[src/sv/atlb_pkg.sv]
// ----------------------------------------------------------------------------
// atlb_pkg
// Shared types, widths and codes for the asid tagged translation buffer.
// ----------------------------------------------------------------------------
package atlb_pkg;

  localparam int unsigned DEF_ENTRIES    = 64;
  localparam int unsigned DEF_PAGE_SHIFT = 13;
  localparam int unsigned DEF_TAG_BITS   = 30;

  localparam int unsigned KIND_W    = 3;
  localparam int unsigned VA_W      = 43;
  localparam int unsigned ASN_W     = 8;
  localparam int unsigned FRAME_W   = 31;
  localparam int unsigned MODES_W   = 4;
  localparam int unsigned PERM_W    = 2 * MODES_W + 2;
  localparam int unsigned HIT_IDX_W = 6;

  typedef enum logic [KIND_W-1:0] {
    KIND_LOOKUP     = 3'd0,
    KIND_INSERT     = 3'd1,
    KIND_FLUSH_ALL  = 3'd2,
    KIND_FLUSH_NG   = 3'd3,
    KIND_FLUSH_ADDR = 3'd4
  } kind_e;

  typedef enum logic [1:0] {
    ST_IDLE,
    ST_SCAN,
    ST_EXEC
  } state_e;

  // controller to datapath
  typedef struct packed {
    logic accept;  // latch request, restart scan
    logic scan;    // walk the entries
    logic exec;    // update (insert, flush all and flush non-global)
    logic finish;  // load result registers
  } cmd_t;

  // datapath to controller
  typedef struct packed {
    logic              hit;   // compared entry matches
    logic              last;  // compared entry is the last one
    logic [KIND_W-1:0] kind;  // latched request kind
  } status_t;

endpackage

[src/sv/atlb_ctrl.sv]
// ----------------------------------------------------------------------------
// atlb_ctrl
// Sequencer: accepts a request, runs an entry scan or an update,
// and raises the result strobe.
// ----------------------------------------------------------------------------
module atlb_ctrl
  import atlb_pkg::*;
(
  input  logic              clk_i,
  input  logic              rst_ni,
  input  logic              start_i,
  input  logic [KIND_W-1:0] kind_i,
  input  status_t           status_i,
  output cmd_t              cmd_o,
  output logic              busy_o,
  output logic              valid_o
);

  state_e state_q, state_d;
  logic   valid_q, valid_d;
  logic   scan_kind;
  logic   scan_done;

  assign scan_kind = (kind_i == KIND_LOOKUP) || (kind_i == KIND_FLUSH_ADDR);
  assign scan_done = status_i.last ||
                     (status_i.hit && (status_i.kind == KIND_LOOKUP));

  always_comb begin
    state_d = state_q;
    unique case (state_q)
      ST_IDLE: begin
        if (start_i) begin
          state_d = scan_kind ? ST_SCAN : ST_EXEC;
        end
      end
      ST_SCAN: begin
        if (scan_done) begin
          state_d = ST_IDLE;
        end
      end
      ST_EXEC: begin
        state_d = ST_IDLE;
      end
      default: begin
        state_d = ST_IDLE;
      end
    endcase
  end

  always_comb begin
    cmd_o   = '0;
    busy_o  = 1'b1;
    unique case (state_q)
      ST_IDLE: begin
        busy_o       = 1'b0;
        cmd_o.accept = start_i;
      end
      ST_SCAN: begin
        cmd_o.scan   = 1'b1;
        cmd_o.finish = scan_done;
      end
      ST_EXEC: begin
        cmd_o.exec   = 1'b1;
        cmd_o.finish = 1'b1;
      end
      default: begin
        busy_o = 1'b1;
      end
    endcase
    valid_d = cmd_o.finish;
  end

  always_ff @(posedge clk_i or negedge rst_ni) begin
    if (!rst_ni) begin
      state_q <= ST_IDLE;
      valid_q <= 1'b0;
    end else begin
      state_q <= state_d;
      valid_q <= valid_d;
    end
  end

  assign valid_o = valid_q;

`ifndef NO_ASSERTIONS
  a_strobe_after_work: assert property (@(posedge clk_i) disable iff (!rst_ni)
    valid_o |-> $past(state_q != ST_IDLE))
    else $error("result strobe without a request in flight");

  a_accept_goes_busy: assert property (@(posedge clk_i) disable iff (!rst_ni)
    start_i && !busy_o |=> busy_o)
    else $error("accepted beat did not make the block busy");

  a_exec_one_cycle: assert property (@(posedge clk_i) disable iff (!rst_ni)
    state_q == ST_EXEC |=> state_q == ST_IDLE && valid_o)
    else $error("update did not finish in one cycle");
`endif

endmodule

[config.mk]
export PLATFORM = sky130hd
export DESIGN_NAME = atlb_ctrl
export DESIGN_NICKNAME = d
export VERILOG_FILES = /design/src/sv/atlb_pkg.sv /design/src/sv/atlb_ctrl.sv
export SDC_FILE = /design/constraint.sdc
export NUM_CORES = 1
export LEC_CHECK = 0
export BUFFER_PORTS_ARGS = -buffer_cell sky130_fd_sc_hd__buf_2
export CAP_MARGIN = 30
export CORE_AREA = 2 2 39 41
export CTS_BUF_LIST = sky130_fd_sc_hd__clkbuf_16
export DETAILED_ROUTE_END_ITERATION = 16
export DIE_AREA = 0 0 41 43
export HOLD_SLACK_MARGIN = 0.12
export SYNTH_ARGS = -nofsm -noshare
export SYNTH_HDL_FRONTEND = slang
export SYNTH_SLANG_ARGS = --single-unit
[constraint.sdc]
create_clock -name clk_i -period 2 [get_ports clk_i]
set_clock_uncertainty 0.2 [all_clocks]
set_input_delay 0.3 -clock clk_i [delete_from_list [all_inputs] [get_ports clk_i]]
set_output_delay 0.3 -clock clk_i [all_outputs]
set_load 0.1 [all_outputs]
# Word level (Yosys, flattened, before mapping)
# Index checks and enable logic that the tools add are counted.
[totals]
out_inout_bits = 6
input_bits = 11
word_cells = 23
ff_bits = 3
[classes]
n_reduce_logical = 7
n_mux = 9
eq_ne = 5
[ops]
columns = ["op", "count"]
rows = [
  ["3-bit zero test", 2],
  ["2-bit 2-to-1 mux", 3],
  ["1-bit 2-to-1 mux", 4],
  ["2-bit inequality test (second input constant)", 2],
  ["2-bit one-hot mux with 2 select lines", 1],
  ["3-bit equality test (second input constant)", 1],
  ["2-bit by 1-bit equality test with 1-bit output (second input constant)", 1],
  ["2-bit equality test (second input constant)", 1],
  ["2-bit zero test", 1],
  ["1-bit logical OR", 2],
  ["1-bit one-hot mux with 2 select lines", 1],
  ["2-bit AND reduction", 1],
  ["1-bit logical AND", 1],
]

# Depth between registers and ports, before layout
# Gate-level depths: netlist (run 1).
[depth]
ltp_word = 5
depth_mapped = 5
depth_no_buf = 5

# Least setup slack after synthesis (run 1)
# Ideal clock, no wire load.
[synth_path]
path_type = "register -> output"
from = "reg state_q[0]"
to = "out cmd_o[0] in the netlist's numbering"
n_path_buf = 1
arrival_time_ps = 1901
required_ps = 1500
path_slack_ps = -401
path_stages_with_launch = 6
cell_sequence = "dfrtp_1 > inv_1 > ha_1 > o21ai_0 > nor2_1 > buf_4"
[synth_via]
elab_chain_cells = 2
elab_cells_between_ends = 3
classes_between = "eq/ne (2); mux (1)"
[synth_lines]
columns = ["item", "line_no", "rtl"]
rows = [
  ["start: declaration", "atlb_ctrl.sv:19", "state_e state_q, state_d;"],
  ["start signal: assignment", "atlb_ctrl.sv:78", "state_q <= state_d;"],
  ["2-bit equality test / 2-bit by 1-bit equality test with 1-bit output (equally long branches)", "atlb_ctrl.sv:53", "unique case (state_q)"],
  ["1-bit one-hot mux with 2 select lines *", "atlb_ctrl.sv:53", ""],
  ["end: declaration", "atlb_ctrl.sv:14", "output cmd_t cmd_o,"],
]
# Mark *: on every way between the ends. The rest lies on a longest branch, timed or not.

==> run metrics, run 1 <==
Worst EP arrival 1.42 ns; Crit Path Class reg -> out; Worst EP required 1.50 ns; Worst R2R Setup Slack about 0.43 ns; static leakage 0.235 nW; CTS tree yes; Detailed Routing Iterations Pass 1 5; largest net degree at the start of global routing 4; Setup WS pre-CTS between 0.2 and 0.25 ns; WL/cell 9.39 µm; Syn. warnings 0; worst hold endpoint state_q[0]$_DFFE_PN0P_; die footprint 0.00176 mm²; Final period util 95.8%; DRC 0; Pins Over Slew Limit 0; Detail Route Antenna Nets 0; CP max FO 3; vias in the first global route 274; end-of-flow core utilization 33.4%; chip width 41 µm; most frequent cells in the layout 13 x buf_2, 3 x inv_1, 3 x clkbuf_16, 3 x buf_4, 3 x dfrtp_1; Max VDD drop 0.539 mV; reg2reg end state_q[1]$_DFFE_PN0P_; CP cell instances inv_1, ha_1, o21ai_0, nor2_2, buf_12; Sequential cell area 75.1 µm²; Clock Tree Root clkbuf_16; Vias/cell between 4 and 5; MaxCap Viol Count 0; cell family with most CP delay flip-flops; layout cell share with drive strength beyond 1 58.7%; min-delay src kind_i[0]; worst reg2reg path startpoint state_q[0]$_DFFE_PN0P_; Hold WS 0.192 ns; relative slew slack 67.8%; Fin. Hold Viols 0; slowest CP cell dfrtp_1; clk sink count 3; area of the core 0.00138 mm²; cell total after placement 55; DR iter-0 viols 3; Starting Density 16.2%; std cell rows 14; Least-Margin Pin Slew 0.487 ns; Crit path buffers/inverters 2; ANT cells 0; via count 262; sequential area share after synthesis 33.5%; clock slew at reported path FFs 0.03 ns; final cell count without fillers 62; FF+latch count, synth 3; cell count after synthesis 24; fill cell count 141; most common cell after layout, fill and taps aside buf_2; startpoint types flip-flop; Worst setup EP type primary output; PD cells 1700 mW/mm²; Final setup viols 0; status finished clean; htree depth 1; gpl congestion 0.578; fmax 522 MHz; CTS max path bufs 2; area of the multi-input gates 139 µm²; Vert. Die Dim 43 µm; initial antenna violation count 0; Worst Reg2Reg Path Length in Cells 5; GRT Util Overall between 8 and 9%; Mapped Area 224 µm²; Final #Nets about 60; WL final 582 µm; PortBufs 15; clock buffer count from CTS 3; grt ovf 0; # IOs 17; Layout area overhead 106%; HP Class in -> reg; first-pass GRT wire length 1010 µm; syn avg cell area 9.33 µm²; worst skew pair latency around 0.22 ns; worst hold stages 4; Critical Path Max Stage Delay 0.37 ns; final setup TNS 0 ns; Netlist cell types 15; syn nets 38; fin crit period 1.92 ns; min setup slack post-route ~0.084 ns
## report_power, final
part           internal [W]  switching (W)   total, W  leakage, nW
combinational      0.000102       0.000288   0.000390        0.153
sequential        0.0000745     0.00000979  0.0000842       0.0398
clock              0.000258      0.0000517   0.000309       0.0423
## synthesized netlist by cell type, drive strengths merged
master | count | area share [%]
nand2b | 1 | 2.8
ha | 3 | 17
nor2 | 3 | 5.0
o221a | 1 | 5.0
o2bb2ai | 1 | 3.9
o22ai | 1 | 2.8
nand2 | 1 | 1.7
inv | 3 | 5.0
nor3 | 2 | 4.5
nor4b | 1 | 6.7
and2 | 1 | 2.8
o21ai | 1 | 2.2
dfrtp | 3 | 34
a211o | 1 | 3.9
buf | 1 | 3.4
## worst max path at each step
stage	slack, ns	depth (start not counted)	end	start
global route	-0.004	5	cmd_o[0]	state_q[0]$_DFFE_PN0P_
detailed placement	0.20	5	cmd_o[0]	status_i[2]
finish	0.08	5	cmd_o[0]	state_q[0]$_DFFE_PN0P_
floorplan	-0.07	5	cmd_o[0]	state_q[0]$_DFFE_PN0P_
global placement	0.22	5	cmd_o[0]	status_i[2]
CTS	0.06	5	cmd_o[0]	state_q[1]$_DFFE_PN0P_
## state kept, by name, indices dropped and copies added (netlist names)
register  flops
state_q       2
valid_o       1
## layout make-up
cell class / count / area share [%]
Multi-Input combinational cell: 17 / 30.1
Timing Repair Buffer: 19 / 29.8
Sequential cell: 3 / 16.3
Clock buffer: 3 / 16.3
Tap cell: 16 / 4.34
Inverter: 3 / 2.44
Clock inverter: 1 / 0.813
## worst register-to-register path, stage by stage (launching register included)
cell and delay (ns):
dfrtp_1 0.37, inv_1 0.08, ha_1 0.21, and2_2 0.20, o221a_1 0.12, a211o_1 0.27
## timing repair
item	in CTS	in global routing
setup buffers	0	2
resized for setup	1	1
hold buffers	1	0
endpoints found under the hold margin	3	0
endpoints found under the setup margin	1	1
pin swaps	0	1
## logic make-up (layout without fill, tap and decap cells)
group / Yosys count / count (layout) / share of synthesized area, %
and+or+nand+nor: 9 / 9 / 23.5
buffers and inverters: 4 / 26 / 8.38
adders and majority gates: 3 / 3 / 16.8
DFF: 3 / 3 / 33.5
AOI/OAI and AO/OA: 5 / 5 / 17.9
## metal layers
layer  part of all wire (%)  track usage (%)  up-vias
li1                       -                -      126
met1                     42             9.71      117
met2                     42             12.5       19
met3                     16             4.71        0
met4                      0             4.00        0
met5                      0                0        -
## per-stage QoR
step | area [µm²] | power, W
final | 462 | 0.000784
after global routing | 462 | 0.000821
after CTS | 447 | 0.000777
after detailed placement | 355 | 0.000456
after global placement | 355 | 0.000453
after floorplan | 230 | 0.000382
Power figures use the tool's default switching activity.
==> inputs of run 2 (changes only) <==
Settings changed: BUFFER_PORTS_ARGS -buffer_cell sky130_fd_sc_hd__buf_2 to -buffer_cell sky130_fd_sc_hd__buf_4, RECOVER_POWER set to 25.
==> run metrics, run 2 (synthesis gave the netlist of run 1 again) <==
Critical Path Max Stage Delay 0.37 ns; Setup WS pre-CTS 0.190 ns; Crit Path Class reg -> out; first-pass GRT wire length slightly below 900 µm; CP max FO 3; Final period util between 90% and 100%; WL final 560 µm; Least-Margin Pin Slew between 0.2 and 0.3 ns; Final #Nets 60; gpl congestion 0.578; min setup slack post-route approximately 0.094 ns; CP cell instances inv_2, ha_1, o21ai_1, nor2_1, buf_6; cell area after layout 459 µm²; htree depth 1; clock buffer count from CTS 3; worst skew pair latency 0.22 ns; relative slew slack between 80% and 90%; fill cell count ~150; Worst Setup SP state_q[0]$_DFFE_PN0P_; worst reg2reg path startpoint state_q[1]$_DFFE_PN0P_; Worst Reg2Reg Path Length in Cells 5; layout cell share with drive strength beyond 1 ~56%; cell family with most CP delay flip-flops; fin crit period 1.91 ns; Detail Route Antenna Nets 0; CTS tree yes; std cell rows 14; largest net degree at the start of global routing 4; PortBufs 15; ANT cells 0; chip width around 40 µm; WL/cell 9.18 µm; HP Class in -> reg; grt ovf 0; DRC 0; vias in the first global route 234; die footprint 0.00176 mm²; most common cell after layout, fill and taps aside buf_4; Clock Tree Root clkbuf_16; PD cells 1680 mW/mm²; Placed Instance Area 363 µm²; reg2reg end state_q[1]$_DFFE_PN0P_; via count around 240; initial antenna violation count 0; Starting Density 16.2%; Worst EP required 1.50 ns; static leakage 0.230 nW; # IOs 17; Fin. Hold Viols 0; Top reg by flops state_q; Worst R2R Setup Slack 0.44 ns; DR iter-0 viols 1; slowest CP cell dfrtp_1; CTS max path bufs 2; Hold WS 0.166 ns; Crit path buffers/inverters 2; GRT Util Overall 7.55%; startpoint types flip-flop; Worst setup EP type primary output; Worst EP arrival approximately 1.4 ns; most frequent cells in the layout 15 x buf_4, 3 x nor2_1, 3 x clkbuf_16, 3 x dfrtp_1; max reg flops 2; Pins Over Slew Limit 0; Final setup viols 0; area of the core 0.00138 mm²; clock slew at reported path FFs 0.03 ns; Detailed Routing Iterations Pass 1 4; Worst path depth 5; DP Wirelength 446 µm; crit path capture cmd_o[0]; clk sink count 3; MaxCap Viol Count 0; fmax between 500 and 600 MHz; status finished clean; Vias/cell between 3 and 4; RSZ-0062 raised after global routing no; Vert. Die Dim 43 µm; Max VDD drop ~0.84 mV; Layout area overhead 105%
[run 2: changes by cell type in the layout (fill, tap and decap cells not counted), sizes merged]
cell and change:
buf -2, clkbuf +1
[run 2: worst min path at each step]
stage | startpoint | to | slack, ns | cells after the start
4_1_cts | kind_i[0] | state_q[0]$_DFFE_PN0P_ | 0.17 | 4
3_5_place_dp | rst_ni | valid_o$_DFF_PN0_ | -0.11 | 1
3_3_place_gp | rst_ni | valid_o$_DFF_PN0_ | -0.11 | 1
5_1_grt | kind_i[0] | state_q[0]$_DFFE_PN0P_ | 0.20 | 4
2_1_floorplan | rst_ni | state_q[0]$_DFFE_PN0P_ | -0.20 | 0
6_report | kind_i[0] | state_q[0]$_DFFE_PN0P_ | 0.17 | 4
[run 2: worst register-to-register path, delay by kind of cell (launching register included)]
| family | cells | cell delay [ns] |
|---|---|---|
| adder cells (fa/ha/maj) | 1 | 0.19 |
| flip-flops | 1 | 0.39 |
| buffers and inverters | 1 | 0.08 |
| AO/OA/AOI/OAI | 2 | 0.49 |
| AND/OR/NAND/NOR | 1 | 0.09 |
[run 2: metal layers]
layer	global-route usage [%]	vias to the layer above	wire length (µm)
met5	0	-	0
met4	2.00	0	0
met3	4.71	0	92
met2	10.3	14	217
met1	9.71	102	251
li1	-	125	-
[run 2: repair_timing]
action                                  CTS  global route
resized for setup                         1             3
pin swaps                                 0             1
hold endpoints to repair                  3             0
hold buffers                              1             0
buffers inserted                          0             1
endpoints found under the setup margin    1             1
[run 2: report_power, final]
part           switching [W]  internal [W]
clock              0.0000525      0.000258
combinational       0.000282     0.0000948
sequential        0.00000998     0.0000745
total               0.000345      0.000427
[run 2: final cells by class]
class | instances | area, µm² | area share (%)
Clock buffer | 3 | 75.1 | 16.3
Sequential cell | 3 | 75.1 | 16.3
Tap cell | 16 | 20.0 | 4.36
Timing Repair Buffer | 18 | 138 | 30.0
Multi-Input combinational cell | 17 | 136 | 29.7
Inverter | 3 | 11.3 | 2.45
Clock inverter | 1 | 3.75 | 0.817
[run 2: stage by stage]
| stage | power (W) | utilization [%] | std cells | setup TNS, ns |
|---|---|---|---|---|
| finish | 0.000771 | 33.2 | 61 | 0 |
| global route | 0.000807 | 33.2 | 61 | 0 |
| CTS | 0.000768 | 32.9 | 60 | 0 |
| detailed placement | 0.000446 | 26.2 | 55 | 0 |
| global placement | 0.000446 | 26.2 | 55 | 0 |
| floorplan | 0.000382 | - | 24 | -0.0672 |
